### config.mk
export PLATFORM = sky130hd
export DESIGN_NAME = polyline_equal_spacing_resampler_core
export DESIGN_NICKNAME = d
export VERILOG_FILES = /design/src/rtl/pesr_pkg.sv /design/src/rtl/pesr_mul.sv /design/src/rtl/pesr_sqrt.sv /design/src/rtl/pesr_div.sv /design/src/rtl/polyline_equal_spacing_resampler_core.sv
export SDC_FILE = /design/constraint.sdc
export NUM_CORES = 2
export LEC_CHECK = 0
export ABC_CLOCK_PERIOD_IN_PS = 13100
export BUFFER_PORTS_ARGS = -buffer_cell sky130_fd_sc_hd__buf_2
export CORE_AREA = 2 2 345 347
export CTS_CLUSTER_SIZE = 30
export DETAILED_ROUTE_END_ITERATION = 7
export DIE_AREA = 0 0 347 349
export PLACE_DENSITY = 0.78
export SYNTH_ARGS = -nofsm -noshare
export SYNTH_HDL_FRONTEND = slang
export SYNTH_SLANG_ARGS = --single-unit
### constraint.sdc
create_clock -name aclk -period 13.1 [get_ports aclk]
set_input_delay 1.965 -clock aclk [delete_from_list [all_inputs] [get_ports aclk]]
set_output_delay 1.965 -clock aclk [all_outputs]
set_load 0.05 [all_outputs]
### src/rtl/pesr_pkg.sv
// ----------------------------------------------------------------------------
// pesr_pkg
// Shared types, widths and codes for the equal-spacing polyline resampler.
// ----------------------------------------------------------------------------
package pesr_pkg;

    localparam int COORD_W   = 32;
    localparam int SPACING_W = 31;
    localparam int INDEX_W   = 10;

    localparam int MAX_PER_VERTEX_DEF = 16;
    localparam int MAX_POINTS_DEF     = 1024;
    localparam int FRAC_BITS_DEF      = 16;
    localparam int SPACING_PCT        = 99;

    localparam int MUL_A_W    = 32;
    localparam int MUL_B_W    = 33;
    localparam int MUL_P_W    = 64;
    localparam int SQRT_IN_W  = 64;
    localparam int SQRT_OUT_W = 32;
    localparam int DIV_N_W    = 64;
    localparam int DIV_D_W    = 33;

    localparam int PADDR_W = 3;
    localparam int PDATA_W = 32;
    localparam logic REG_SPACING = 1'b0;

    typedef struct packed {
        logic signed [COORD_W-1:0] px;
        logic signed [COORD_W-1:0] pz;
        logic                      path_start;
    } in_item_t;

    typedef struct packed {
        logic signed [COORD_W-1:0] qx;
        logic signed [COORD_W-1:0] qz;
        logic [INDEX_W-1:0]        point_index;
        logic                      last_of_run;
        logic                      truncated;
    } out_item_t;

    typedef struct packed {
        logic last;
        logic trunc;
        logic cont;
    } flush_ctl_t;

    typedef enum logic [3:0] {
        ST_IDLE,
        ST_DIFF,
        ST_SQ_A,
        ST_SQ_B,
        ST_ROOT,
        ST_DECIDE,
        ST_MUL_X,
        ST_DIV_X,
        ST_MUL_Z,
        ST_DIV_Z,
        ST_UPDATE,
        ST_FLUSH
    } state_t;

endpackage

### src/rtl/pesr_mul.sv
// ----------------------------------------------------------------------------
// pesr_mul
// Bit-serial shift-add multiplier, one multiplier bit per cycle.
// ----------------------------------------------------------------------------
module pesr_mul (
    input  logic                         aclk,
    input  logic                         aresetn,
    input  logic                         start,
    input  logic [pesr_pkg::MUL_A_W-1:0] a,
    input  logic [pesr_pkg::MUL_B_W-1:0] b,
    output logic                         done,
    output logic [pesr_pkg::MUL_P_W-1:0] product
);
    import pesr_pkg::*;

    localparam int ACC_W = MUL_A_W + MUL_B_W;
    localparam int CNT_W = $clog2(MUL_A_W);

    logic [ACC_W-1:0]   acc_reg, acc_next;
    logic [MUL_B_W-1:0] b_reg;
    logic [CNT_W-1:0]   cnt_reg;
    logic               busy_reg;
    logic               done_reg;
    logic [MUL_B_W:0]   sum;

    always_comb begin
        sum      = {1'b0, acc_reg[ACC_W-1:MUL_A_W]} + (acc_reg[0] ? {1'b0, b_reg} : '0);
        acc_next = {sum, acc_reg[MUL_A_W-1:1]};
    end

    always_ff @(posedge aclk) begin
        if (!aresetn) begin
            busy_reg <= 1'b0;
            done_reg <= 1'b0;
            cnt_reg  <= '0;
        end else begin
            done_reg <= 1'b0;
            if (start) begin
                busy_reg <= 1'b1;
                cnt_reg  <= '0;
            end else if (busy_reg) begin
                cnt_reg <= cnt_reg + 1'b1;
                if (cnt_reg == CNT_W'(MUL_A_W - 1)) begin
                    busy_reg <= 1'b0;
                    done_reg <= 1'b1;
                end
            end
        end
    end

    always_ff @(posedge aclk) begin
        if (start) begin
            acc_reg <= {{MUL_B_W{1'b0}}, a};
            b_reg   <= b;
        end else if (busy_reg) begin
            acc_reg <= acc_next;
        end
    end

    assign done    = done_reg;
    assign product = acc_reg[MUL_P_W-1:0];

endmodule

### src/rtl/pesr_sqrt.sv
// ----------------------------------------------------------------------------
// pesr_sqrt
// Digit-by-digit integer square root, one root bit per cycle.
// ----------------------------------------------------------------------------
module pesr_sqrt (
    input  logic                            aclk,
    input  logic                            aresetn,
    input  logic                            start,
    input  logic [pesr_pkg::SQRT_IN_W-1:0]  radicand,
    output logic                            done,
    output logic [pesr_pkg::SQRT_OUT_W-1:0] root
);
    import pesr_pkg::*;

    localparam int REM_W = SQRT_OUT_W + 2;
    localparam int TR_W  = REM_W + 2;
    localparam int CNT_W = $clog2(SQRT_OUT_W);

    logic [SQRT_IN_W-1:0]  rad_reg;
    logic [REM_W-1:0]      rem_reg;
    logic [SQRT_OUT_W-1:0] root_reg;
    logic [CNT_W-1:0]      cnt_reg;
    logic                  busy_reg;
    logic                  done_reg;
    logic [TR_W-1:0]       trial;
    logic [TR_W-1:0]       tval;
    logic                  ge;

    always_comb begin
        trial = {rem_reg, rad_reg[SQRT_IN_W-1:SQRT_IN_W-2]};
        tval  = {2'b00, root_reg, 2'b01};
        ge    = trial >= tval;
    end

    always_ff @(posedge aclk) begin
        if (!aresetn) begin
            busy_reg <= 1'b0;
            done_reg <= 1'b0;
            cnt_reg  <= '0;
        end else begin
            done_reg <= 1'b0;
            if (start) begin
                busy_reg <= 1'b1;
                cnt_reg  <= '0;
            end else if (busy_reg) begin
                cnt_reg <= cnt_reg + 1'b1;
                if (cnt_reg == CNT_W'(SQRT_OUT_W - 1)) begin
                    busy_reg <= 1'b0;
                    done_reg <= 1'b1;
                end
            end
        end
    end

    always_ff @(posedge aclk) begin
        if (start) begin
            rad_reg  <= radicand;
            rem_reg  <= '0;
            root_reg <= '0;
        end else if (busy_reg) begin
            rad_reg  <= {rad_reg[SQRT_IN_W-3:0], 2'b00};
            rem_reg  <= ge ? REM_W'(trial - tval) : REM_W'(trial);
            root_reg <= {root_reg[SQRT_OUT_W-2:0], ge};
        end
    end

    assign done = done_reg;
    assign root = root_reg;

endmodule

### src/rtl/pesr_div.sv
// ----------------------------------------------------------------------------
// pesr_div
// Restoring unsigned divider, one quotient bit per cycle.
// ----------------------------------------------------------------------------
module pesr_div (
    input  logic                         aclk,
    input  logic                         aresetn,
    input  logic                         start,
    input  logic [pesr_pkg::DIV_N_W-1:0] numer,
    input  logic [pesr_pkg::DIV_D_W-1:0] denom,
    output logic                         done,
    output logic [pesr_pkg::DIV_N_W-1:0] quotient
);
    import pesr_pkg::*;

    localparam int CNT_W = $clog2(DIV_N_W);

    logic [DIV_N_W-1:0] num_reg;
    logic [DIV_D_W-1:0] den_reg;
    logic [DIV_D_W-1:0] rem_reg;
    logic [CNT_W-1:0]   cnt_reg;
    logic               busy_reg;
    logic               done_reg;
    logic [DIV_D_W:0]   trial;
    logic               ge;

    always_comb begin
        trial = {rem_reg, num_reg[DIV_N_W-1]};
        ge    = trial >= {1'b0, den_reg};
    end

    always_ff @(posedge aclk) begin
        if (!aresetn) begin
            busy_reg <= 1'b0;
            done_reg <= 1'b0;
            cnt_reg  <= '0;
        end else begin
            done_reg <= 1'b0;
            if (start) begin
                busy_reg <= 1'b1;
                cnt_reg  <= '0;
            end else if (busy_reg) begin
                cnt_reg <= cnt_reg + 1'b1;
                if (cnt_reg == CNT_W'(DIV_N_W - 1)) begin
                    busy_reg <= 1'b0;
                    done_reg <= 1'b1;
                end
            end
        end
    end

    always_ff @(posedge aclk) begin
        if (start) begin
            num_reg <= numer;
            den_reg <= denom;
            rem_reg <= '0;
        end else if (busy_reg) begin
            num_reg <= {num_reg[DIV_N_W-2:0], ge};
            rem_reg <= ge ? DIV_D_W'(trial - {1'b0, den_reg}) : DIV_D_W'(trial);
        end
    end

    assign done     = done_reg;
    assign quotient = num_reg;

endmodule

### src/rtl/polyline_equal_spacing_resampler_core.sv
// ----------------------------------------------------------------------------
// polyline_equal_spacing_resampler_core
// Resamples a stream of path vertices into points a fixed distance apart.
// ----------------------------------------------------------------------------
// Operation: each distance test runs two serial squares and a serial root;
// each emitted point adds two serial products and two serial divisions.
// Input: one vertex at a time; a path seed or ignored vertex is taken in idle.
// Reset: synchronous, active low; clears control state, spacing to 0.99.
module polyline_equal_spacing_resampler_core #(
    parameter int MAX_PER_VERTEX = pesr_pkg::MAX_PER_VERTEX_DEF,
    parameter int MAX_POINTS     = pesr_pkg::MAX_POINTS_DEF,
    parameter int FRAC_BITS      = pesr_pkg::FRAC_BITS_DEF
) (
    input  logic                         aclk,
    input  logic                         aresetn,
    input  logic                         s_valid,
    output logic                         s_ready,
    input  pesr_pkg::in_item_t           s_data,
    output logic                         m_valid,
    input  logic                         m_ready,
    output pesr_pkg::out_item_t          m_data,
    input  logic                         psel,
    input  logic                         penable,
    input  logic                         pwrite,
    input  logic [pesr_pkg::PADDR_W-1:0] paddr,
    input  logic [pesr_pkg::PDATA_W-1:0] pwdata,
    output logic [pesr_pkg::PDATA_W-1:0] prdata,
    output logic                         pready
);
    import pesr_pkg::*;

    localparam int CNT_W = $clog2(MAX_POINTS + 1);
    localparam int NV_W  = $clog2(MAX_PER_VERTEX + 1);
    localparam logic [SPACING_W-1:0] SPACING_RESET =
        SPACING_W'((longint'(SPACING_PCT) << FRAC_BITS) / 100);

    state_t state_reg, state_next;
    logic   issue_reg;

    logic [SPACING_W-1:0] spacing_reg;
    logic                 started_reg;
    logic [CNT_W-1:0]     cnt_reg;
    logic [NV_W-1:0]      nv_reg;
    logic                 pend_reg;
    logic                 m_valid_reg;
    flush_ctl_t           flush_reg;

    logic signed [COORD_W-1:0] vx_reg, vz_reg;
    logic signed [COORD_W-1:0] cur_x_reg, cur_z_reg, prev_x_reg, prev_z_reg;
    logic signed [COORD_W-1:0] newx_reg, newz_reg;
    logic [SPACING_W-1:0]      carried_reg;
    logic [SPACING_W-1:0]      ax_reg, az_reg;
    logic                      sh_reg;
    logic [MUL_P_W-1:0]        sq_reg;
    logic [DIV_D_W-1:0]        d_reg;
    logic [SPACING_W-1:0]      num_reg;
    logic [DIV_D_W-1:0]        den_reg;
    out_item_t                 pend_data_reg;
    out_item_t                 m_data_reg;

    logic [SPACING_W-1:0] sp;
    logic [SPACING_W-1:0] cprime;
    logic [COORD_W:0]     dcx, dcz, ncx, ncz, dpx, dpz, npx, npz;
    logic [COORD_W-1:0]   mdx, mdz, mpx, mpz;
    logic                 need_sh;
    logic                 d_lt;
    logic [CNT_W-1:0]     cnt_inc;

    logic accept, seed, go, rec, cap, emit, lim, out_free, fl_fire, cfg_wr;

    logic               mul_start, mul_done;
    logic [MUL_A_W-1:0] mul_a;
    logic [MUL_B_W-1:0] mul_b;
    logic [MUL_P_W-1:0] mul_p;
    logic               sqrt_start, sqrt_done;
    logic [SQRT_OUT_W-1:0] sqrt_root;
    logic               div_start, div_done;
    logic [DIV_N_W-1:0] div_q;
    logic [COORD_W+1:0] new_val;

    pesr_mul u_mul (
        .aclk(aclk), .aresetn(aresetn), .start(mul_start),
        .a(mul_a), .b(mul_b), .done(mul_done), .product(mul_p)
    );

    pesr_sqrt u_sqrt (
        .aclk(aclk), .aresetn(aresetn), .start(sqrt_start),
        .radicand(sq_reg), .done(sqrt_done), .root(sqrt_root)
    );

    pesr_div u_div (
        .aclk(aclk), .aresetn(aresetn), .start(div_start),
        .numer(mul_p), .denom(den_reg), .done(div_done), .quotient(div_q)
    );

    always_comb begin
        sp      = (spacing_reg == '0) ? SPACING_W'(1) : spacing_reg;
        dcx     = {cur_x_reg[COORD_W-1], cur_x_reg} - {vx_reg[COORD_W-1], vx_reg};
        dcz     = {cur_z_reg[COORD_W-1], cur_z_reg} - {vz_reg[COORD_W-1], vz_reg};
        ncx     = -dcx;
        ncz     = -dcz;
        mdx     = dcx[COORD_W] ? ncx[COORD_W-1:0] : dcx[COORD_W-1:0];
        mdz     = dcz[COORD_W] ? ncz[COORD_W-1:0] : dcz[COORD_W-1:0];
        need_sh = mdx[COORD_W-1] | mdz[COORD_W-1];
        dpx     = {vx_reg[COORD_W-1], vx_reg} - {prev_x_reg[COORD_W-1], prev_x_reg};
        dpz     = {vz_reg[COORD_W-1], vz_reg} - {prev_z_reg[COORD_W-1], prev_z_reg};
        npx     = -dpx;
        npz     = -dpz;
        mpx     = dpx[COORD_W] ? npx[COORD_W-1:0] : dpx[COORD_W-1:0];
        mpz     = dpz[COORD_W] ? npz[COORD_W-1:0] : dpz[COORD_W-1:0];
        d_lt    = d_reg < {2'b00, sp};
        cprime  = (carried_reg >= sp) ? sp - 1'b1 : carried_reg;
        cnt_inc = cnt_reg + 1'b1;
    end

    always_comb begin
        if (state_reg == ST_DIV_X) begin
            if (dpx[COORD_W]) begin
                new_val = {{2{prev_x_reg[COORD_W-1]}}, prev_x_reg} - {1'b0, div_q[COORD_W:0]};
            end else begin
                new_val = {{2{prev_x_reg[COORD_W-1]}}, prev_x_reg} + {1'b0, div_q[COORD_W:0]};
            end
        end else begin
            if (dpz[COORD_W]) begin
                new_val = {{2{prev_z_reg[COORD_W-1]}}, prev_z_reg} - {1'b0, div_q[COORD_W:0]};
            end else begin
                new_val = {{2{prev_z_reg[COORD_W-1]}}, prev_z_reg} + {1'b0, div_q[COORD_W:0]};
            end
        end
    end

    always_comb begin
        accept   = s_valid && s_ready;
        seed     = accept && (s_data.path_start || !started_reg);
        go       = accept && !seed && (cnt_reg < CNT_W'(MAX_POINTS));
        rec      = (state_reg == ST_DECIDE) && d_lt;
        cap      = (state_reg == ST_DECIDE) && !d_lt && (nv_reg >= NV_W'(MAX_PER_VERTEX));
        emit     = (state_reg == ST_DECIDE) && !rec && !cap;
        lim      = (state_reg == ST_UPDATE) && (cnt_inc >= CNT_W'(MAX_POINTS));
        out_free = !m_valid_reg || m_ready;
        fl_fire  = (state_reg == ST_FLUSH) && out_free;
        cfg_wr   = psel && penable && pwrite && pready;
    end

    always_comb begin
        state_next = state_reg;
        case (state_reg)
            ST_IDLE: begin
                if (go) state_next = ST_DIFF;
            end
            ST_DIFF:  state_next = ST_SQ_A;
            ST_SQ_A: begin
                if (mul_done) state_next = ST_SQ_B;
            end
            ST_SQ_B: begin
                if (mul_done) state_next = ST_ROOT;
            end
            ST_ROOT: begin
                if (sqrt_done) state_next = ST_DECIDE;
            end
            ST_DECIDE: begin
                if (rec) begin
                    state_next = pend_reg ? ST_FLUSH : ST_IDLE;
                end else if (cap) begin
                    state_next = ST_FLUSH;
                end else begin
                    state_next = pend_reg ? ST_FLUSH : ST_MUL_X;
                end
            end
            ST_MUL_X: begin
                if (mul_done) state_next = ST_DIV_X;
            end
            ST_DIV_X: begin
                if (div_done) state_next = ST_MUL_Z;
            end
            ST_MUL_Z: begin
                if (mul_done) state_next = ST_DIV_Z;
            end
            ST_DIV_Z: begin
                if (div_done) state_next = ST_UPDATE;
            end
            ST_UPDATE: state_next = lim ? ST_FLUSH : ST_DIFF;
            ST_FLUSH: begin
                if (out_free) state_next = flush_reg.cont ? ST_MUL_X : ST_IDLE;
            end
            default: state_next = ST_IDLE;
        endcase
    end

    always_comb begin
        s_ready    = (state_reg == ST_IDLE);
        mul_start  = issue_reg && ((state_reg == ST_SQ_A) || (state_reg == ST_SQ_B) ||
                                   (state_reg == ST_MUL_X) || (state_reg == ST_MUL_Z));
        sqrt_start = issue_reg && (state_reg == ST_ROOT);
        div_start  = issue_reg && ((state_reg == ST_DIV_X) || (state_reg == ST_DIV_Z));
        case (state_reg)
            ST_SQ_B: begin
                mul_a = {1'b0, az_reg};
                mul_b = {2'b00, az_reg};
            end
            ST_MUL_X: begin
                mul_a = {1'b0, num_reg};
                mul_b = {1'b0, mpx};
            end
            ST_MUL_Z: begin
                mul_a = {1'b0, num_reg};
                mul_b = {1'b0, mpz};
            end
            default: begin
                mul_a = {1'b0, ax_reg};
                mul_b = {2'b00, ax_reg};
            end
        endcase
    end

    always_ff @(posedge aclk) begin
        if (!aresetn) begin
            state_reg   <= ST_IDLE;
            issue_reg   <= 1'b0;
            spacing_reg <= SPACING_RESET;
            started_reg <= 1'b0;
            cnt_reg     <= '0;
            nv_reg      <= '0;
            pend_reg    <= 1'b0;
            m_valid_reg <= 1'b0;
            flush_reg   <= '0;
        end else begin
            state_reg <= state_next;
            issue_reg <= (state_next != state_reg);
            if (cfg_wr && (paddr[2] == REG_SPACING)) spacing_reg <= pwdata[SPACING_W-1:0];
            if (seed) begin
                started_reg <= 1'b1;
                cnt_reg     <= '0;
            end
            if (go) nv_reg <= '0;
            if (state_reg == ST_UPDATE) begin
                cnt_reg  <= cnt_inc;
                nv_reg   <= nv_reg + 1'b1;
                pend_reg <= 1'b1;
            end
            if (fl_fire) begin
                pend_reg    <= 1'b0;
                m_valid_reg <= 1'b1;
            end else if (m_ready) begin
                m_valid_reg <= 1'b0;
            end
            if (rec)  flush_reg <= '{last: 1'b1, trunc: 1'b0, cont: 1'b0};
            if (cap)  flush_reg <= '{last: 1'b1, trunc: 1'b1, cont: 1'b0};
            if (emit) flush_reg <= '{last: 1'b0, trunc: 1'b0, cont: 1'b1};
            if (lim)  flush_reg <= '{last: 1'b1, trunc: 1'b1, cont: 1'b0};
        end
    end

    always_ff @(posedge aclk) begin
        if (accept) begin
            vx_reg <= s_data.px;
            vz_reg <= s_data.pz;
        end
        if (seed) begin
            cur_x_reg   <= s_data.px;
            prev_x_reg  <= s_data.px;
            cur_z_reg   <= s_data.pz;
            prev_z_reg  <= s_data.pz;
            carried_reg <= '0;
        end
        if (state_reg == ST_DIFF) begin
            sh_reg <= need_sh;
            ax_reg <= need_sh ? mdx[COORD_W-1:1] : mdx[SPACING_W-1:0];
            az_reg <= need_sh ? mdz[COORD_W-1:1] : mdz[SPACING_W-1:0];
        end
        if ((state_reg == ST_SQ_A) && mul_done) sq_reg <= mul_p;
        if ((state_reg == ST_SQ_B) && mul_done) sq_reg <= sq_reg + mul_p;
        if ((state_reg == ST_ROOT) && sqrt_done) begin
            d_reg <= sh_reg ? {sqrt_root, 1'b0} : {1'b0, sqrt_root};
        end
        if (rec) begin
            carried_reg <= d_reg[SPACING_W-1:0];
            prev_x_reg  <= vx_reg;
            prev_z_reg  <= vz_reg;
        end
        if (cap) begin
            cur_x_reg   <= vx_reg;
            prev_x_reg  <= vx_reg;
            cur_z_reg   <= vz_reg;
            prev_z_reg  <= vz_reg;
            carried_reg <= '0;
        end
        if (emit) begin
            num_reg <= sp - cprime;
            den_reg <= d_reg - {2'b00, cprime};
        end
        if ((state_reg == ST_DIV_X) && div_done) newx_reg <= new_val[COORD_W-1:0];
        if ((state_reg == ST_DIV_Z) && div_done) newz_reg <= new_val[COORD_W-1:0];
        if (state_reg == ST_UPDATE) begin
            cur_x_reg   <= newx_reg;
            prev_x_reg  <= newx_reg;
            cur_z_reg   <= newz_reg;
            prev_z_reg  <= newz_reg;
            carried_reg <= '0;
            pend_data_reg <= '{qx: newx_reg, qz: newz_reg, point_index: INDEX_W'(cnt_reg),
                               last_of_run: 1'b0, truncated: 1'b0};
        end
        if (fl_fire) begin
            m_data_reg <= '{qx: pend_data_reg.qx, qz: pend_data_reg.qz,
                            point_index: pend_data_reg.point_index,
                            last_of_run: flush_reg.last, truncated: flush_reg.trunc};
        end
    end

    assign m_valid = m_valid_reg;
    assign m_data  = m_data_reg;
    assign pready  = 1'b1;
    assign prdata  = (paddr[2] == REG_SPACING) ? {1'b0, spacing_reg} : '0;

    a_ready_no_pend: assert property (@(posedge aclk) disable iff (!aresetn)
        s_ready |-> !pend_reg)
        else $error("input taken while a point is pending");

    a_cnt_bound: assert property (@(posedge aclk) disable iff (!aresetn)
        cnt_reg <= CNT_W'(MAX_POINTS))
        else $error("emitted count beyond limit");

    a_nv_bound: assert property (@(posedge aclk) disable iff (!aresetn)
        nv_reg <= NV_W'(MAX_PER_VERTEX))
        else $error("per-vertex count beyond cap");

    a_flush_loads: assert property (@(posedge aclk) disable iff (!aresetn)
        fl_fire |=> m_valid)
        else $error("flush did not present a transaction");

endmodule
* After elaboration in Yosys (flattened, before gate mapping) *
Index checks and enable logic that the tools add are counted.

word-level totals
  register bits after elaboration = 1,099
  output and inout port bits = 111

cells by class
  $add $sub $neg = 24
  order comparisons = 7
  eq/ne operators = 15
  mux-type cells = 78
  bitwise operators = 6
  reductions and logical operators = 58

operators with widths
  kind                     number
  $mux W32                 22
  $mux W64                 6
  $mux W31                 7
  $sub A32 B32 Y33         4
  $neg A32 Y32             4
  $pmux W32 S3             1
  $mux W33                 2
  $add A32 B32 Y32         2
  $add A64 B64 Y64         1
  $sub A32 B32 Y32         2
  $pmux W31 S2             1
  $mux W4                  14
  $pmux W4 S12             1
  $ge A36 B34 Y1           1
  $add A33 B33 Y34         1
  $ge A34 B33 Y1           1
  $mux W34                 1
  $sub A34 B34 Y34         1
  $lt A33 B31 Y1           1
  $sub A33 B31 Y33         1
  $sub A33 B33 Y33         1
  $ge A31 B31 Y1           1
  $logic_not A31 Y1        1
  $sub A31 B1 Y31 const B  1
  other kinds (29)         110

* Depth between registers and ports, before layout *
  depth after elaboration = 10
  mapped depth = 38

* Modules after synthesis *
Synthesis repeated with hierarchy kept, for this count alone.

second synthesis, totals
  cells, all modules = 7,364
  area total of the unflattened synthesis = 71,478.6 um2

modules (own cells, without submodules)
  module                                 instances  cells an instance  area each (um2)  seq. area each (um2)
  polyline_equal_spacing_resampler_core  1          5,348              50,248.2         20,699.9
  pesr_sqrt                              1          733                7,474.7          3,383.2
  pesr_div                               1          667                7,448.4          3,733.6
  pesr_mul                               1          616                6,307.3          2,752.6

* Least setup slack after synthesis *
No wires, ideal clock.

  kind = input port to flip-flop
  from = input port m_ready
  to = register issue_reg
  setup time = 0.132 ns
  arrival = 8.256 ns
  data required time = 12.968 ns
  setup slack = 4.712 ns
  cell stages on the path = 6
  buffers on the path = 0
  cells stage by stage = nor2b_1 -> nor3_1 -> a221o_1 -> a2111oi_0 -> nand2_1 -> a21oi_1

on the way
  longest elaborated chain between the ends = 4

ends and longest elaborated chain
  element               RTL line                                      RTL
  start, declared       polyline_equal_spacing_resampler_core.sv:20   input logic m_ready,
  $logic_or A1 B1 Y1    polyline_equal_spacing_resampler_core.sv:140  out_free = !m_valid_reg || m_ready;
  $mux W4               polyline_equal_spacing_resampler_core.sv:184  if (out_free) state_next = flush_reg.cont ? ST_MUL_X : ST_IDLE;
  $pmux W4 S12          polyline_equal_spacing_resampler_core.sv:147  case (state_reg)
  $ne A4 B4 Y1          polyline_equal_spacing_resampler_core.sv:229  issue_reg <= (state_next != state_reg);
  end signal, assigned  polyline_equal_spacing_resampler_core.sv:229
  end, declared         polyline_equal_spacing_resampler_core.sv:38   logic issue_reg;

No other way between the ends.
A chain may end at the register's enable or synchronous reset.

* Worst setup path in the final report *
  from = register spacing_reg[20]
  to = register den_reg[32] (data pin)

on the way
  longest elaborated chain between the ends = 5
  elaborated cells on any way between the ends = 6

ends and longest elaborated chain
  element                                            RTL line                                      RTL
  start, declared                                    polyline_equal_spacing_resampler_core.sv:40   logic [SPACING_W-1:0] spacing_reg;
  start signal, assigned                             polyline_equal_spacing_resampler_core.sv:230  if (cfg_wr && (paddr[2] == REG_SPACING)) spacing_reg <= pwdata[SPACING_W-1:0];
  $logic_not A31 Y1                                  polyline_equal_spacing_resampler_core.sv:97   sp = (spacing_reg == '0) ? SPACING_W'(1) : spacing_reg;
  $mux W31 (*)                                       polyline_equal_spacing_resampler_core.sv:97
  $sub A31 B1 Y31 or $ge A31 B31 Y1 (tied branches)  polyline_equal_spacing_resampler_core.sv:112  cprime = (carried_reg >= sp) ? sp - 1'b1 : carried_reg;
  $mux W31 (*)                                       polyline_equal_spacing_resampler_core.sv:112
  $sub A33 B31 Y33 (*)                               polyline_equal_spacing_resampler_core.sv:290  den_reg <= d_reg - {2'b00, cprime};
  end signal, assigned                               polyline_equal_spacing_resampler_core.sv:290
  end, declared                                      polyline_equal_spacing_resampler_core.sv:57   logic [DIV_D_W-1:0] den_reg;

Mark *: on every way between the ends. The rest lies on a longest branch, timed or not.

==> results.json <==
{
  "synth_cell_types": 104,
  "p_sw_w": 0.00379,
  "whs_ps": 415,
  "grt_util_all_layers": 0.342,
  "cts_tree": "built",
  "ir_worst_vdd_mv": 0.124,
  "synthFlopType": "edfxtp_1",
  "fp.dieW_um": 347,
  "maxCapViolations": 0,
  "cp_data_arrival_time_ps": 10070,
  "r2r-end": "den_reg[32]",
  "drive_gt1_frac": 0.0755,
  "crit_path_end": "den_reg[32]",
  "clkPwrFrac": 0.311,
  "cts-root-buf": "clkbuf_16",
  "seqPwrFrac": 0.378,
  "post-place-ws_ps": 3670,
  "path_common_cell": "o21ai_0",
  "hold_class": "register to register",
  "ctsResizeCount": 0,
  "r2r_slack_ps": 3510,
  "rsz0062_at_grt": "false",
  "largest_register_ffs": 76,
  "postCtsSetupBuffers": 0,
  "stdcell_area_um2": 76300,
  "clk_latency_ps": 780,
  "postCtsHoldBufs": 0,
  "drc": 0,
  "cts-buffers-inserted": 114,
  "instances_no_fill": 9241,
  "crit_type": "register to register",
  "cts_max_level": 3,
  "netlist_area_um2": 69900,
  "synth_cells": 7536,
  "place_inst": 9018,
  "worst_setup_path_start_kind": "register",
  "p_int_w": 0.00728,
  "status": "completed",
  "dpl_cell_area_um2": 72300,
  "combPwrFrac": 0.311,
  "synth_edf_count": 855,
  "drtIter0Drc": 6726,
  "dp_hpwl_mm": 160,
  "tightest_slew_ps": 1260,
  "coreArea_um2": 117000,
  "clk_path_buf_depth": 3,
  "gp_congestion": 1.01,
  "syn_avg_cell_area_um2": 9.28,
  "critPathMaxStageDelay_ps": 620,
  "vias": 58424,
  "sw_frac_of_total": 0.342,
  "ioPinCount": 218,
  "place.port_buffers": 212,
  "area_growth_pct": 9.14,
  "skew_ps": 55.5,
  "tns_ps": 0,
  "yosysWarnings": 0,
  "fin_crit_sh": 0.732,
  "fillers": 9537,
  "clock_sinks": 1098,
  "hold_viol": 0,
  "synth-async-reset-ratio": 0,
  "dieArea_um2": 121000,
  "num_rows": 126,
  "leakage_nw": 31.1,
  "critPathLaunch": "spacing_reg[20]",
  "wl_per_cell_um": 22.8,
  "finalSetupViolCount": 0,
  "min_from": "pend_data_reg[14]",
  "fmax_mhz": 104,
  "drt_wl_total_mm": 211,
  "slew_headroom": 0.149,
  "antenna_found_initial": 11,
  "grt_first_pass_wirelength_mm": 320,
  "initial_core_util": 0.596,
  "grt_pass1_vias": 54710,
  "final_antenna_net_count": 0,
  "slew_violations": 0,
  "cp_slowest_cell": "or4_1",
  "firstDrtPassIters": 7,
  "ys_seq_area_frac": 0.437,
  "rr_worst_depth": 38,
  "timing.rr.start": "spacing_reg[20]",
  "chipHeight_um": 349,
  "p_per_area_nw_per_um2": 145,
  "synth_seq_cells": 1098,
  "clk_pin_slew_ps": 70,
  "synthesis.nets": 8141,
  "nNetsFinal": 8203,
  "grt-ovfl-total": 0,
  "end_kind": "register",
  "vias_per_cell": 6.32,
  "fin_ws_ps": 3510,
  "grt_start_max_net_pins": 82,
  "path_max_fanout": 61,
  "worstPathRequired_ps": 13580,
  "period_needed_ps": 9590
}
synthesized netlist by cell type, types with 14 or more instances:
cell type  count  area share
nor4_1        32      0.0029
buf_2         29      0.0021
nand3b_1      14      0.0015
ha_1         487       0.087
a221oi_1      41      0.0051
xor2_1       202       0.025
a21o_1       234       0.025
o2111ai_1     17      0.0021
o31ai_1       36      0.0039
or4_1         14      0.0015
and2_1        75      0.0067
nor2_1       864       0.046
o21a_1        54      0.0058
or3_1         61      0.0055
a211oi_1     207       0.022
o21bai_1      42      0.0045
or2_2         23      0.0021
nand2_1      937       0.050
dfxtp_1      243       0.070
buf_1         17     0.00091
a2111oi_0     16      0.0020
and3_1        89      0.0080
clkbuf_1     285       0.015
inv_1        382       0.021
nor2b_1       70      0.0063
a31oi_1       75      0.0067
nand3_1      142       0.010
a21oi_1      502       0.036
edfxtp_1     855        0.37
o21ai_0      416       0.030
o211ai_1      57      0.0061
xnor2_1      334       0.042
nor3_1       119      0.0085
nand4_1       57      0.0051
a22o_1        23      0.0029
a21boi_0      24      0.0026
mux2i_1      130       0.019
nand2b_1      70      0.0063
worst max-delay path: cells and delay by family, from the launching register on:
family / cells / cell delay (ps)
compound gates: 25 / 5570
xor+xnor: 1 / 100
fa+ha+maj: 3 / 790
buf+inv: 2 / 540
flops: 1 / 370
simple gates: 7 / 1870
power by group through the flow:
| stage | Clock, W | Sequential (W) | Combinational (W) |
|---|---|---|---|
| after global routing | 0.00359 | 0.00420 | 0.00375 |
| final | 0.00344 | 0.00419 | 0.00345 |
| after CTS | 0.00347 | 0.00418 | 0.00335 |
| after detailed placement | 0 | 0.00425 | 0.00332 |
| after floorplan | 0 | 0.00418 | 0.00251 |
| after global placement | 0 | 0.00425 | 0.00324 |
cell type report:
type,instances,area (um2),area share
antenna,5,12.5,0.000164
multi-input combinational,5717,36800,0.483
tap,1536,1920,0.0252
clock buffer,148,3180,0.0416
clock inverter,70,807,0.0106
timing repair buffer,280,1570,0.0206
sequential,1098,30500,0.400
inverter,387,1460,0.0191
cells in the final DEF (no fill, tap or decap), types with 129 or more instances in the layout:
cell      netlist  routed
nand2_1       937     933
nor2_1        864     862
edfxtp_1      855     855
a21oi_1       502     501
ha_1          487     487
o21ai_0       416     416
inv_1         382     380
xnor2_1       334     334
dfxtp_1       243     240
a21o_1        234     234
buf_2          29     212
a211oi_1      207     206
xor2_1        202     201
nand3_1       142     139
mux2i_1       130     129
kinds of logic after synthesis:
group	Yosys count	share of synthesized area
compound gates	1915	0.177
mux	138	0.0201
simple gates	2624	0.169
other cells	2	0.000107
buf+inv	721	0.0394
xor+xnor	540	0.0681
flops	1098	0.437
fa+ha+maj	498	0.0903
layer usage:
layer | global-route usage | up-vias | share of wire
met3 | 0.0689 | 394 | 0.10
met2 | 0.527 | 2774 | 0.44
met5 | 0 | - | 0.00057
li1 | - | 27323 | -
met1 | 0.478 | 27917 | 0.42
met4 | 0.122 | 16 | 0.036
through the flow:
stage / power [W] / util
6_report: 0.0111 / 0.650
5_1_grt: 0.0115 / 0.650
4_1_cts: 0.0110 / 0.650
3_5_place_dp: 0.00757 / 0.616
3_3_place_gp: 0.00749 / 0.616
2_1_floorplan: 0.00669 / -
worst min path at each step:
| stage | to | slack, ps | cells after the start |
|---|---|---|---|
| after detailed placement | m_data[42] | 400 | 0 |
| final | m_data[14] | 420 | 0 |
| after floorplan | m_data[10] | 400 | 0 |
| after CTS | m_data[14] | 410 | 0 |
| after global placement | m_data[14] | 400 | 0 |
| after global routing | m_data[46] | 420 | 0 |
(Power assumes the default switching activity.)
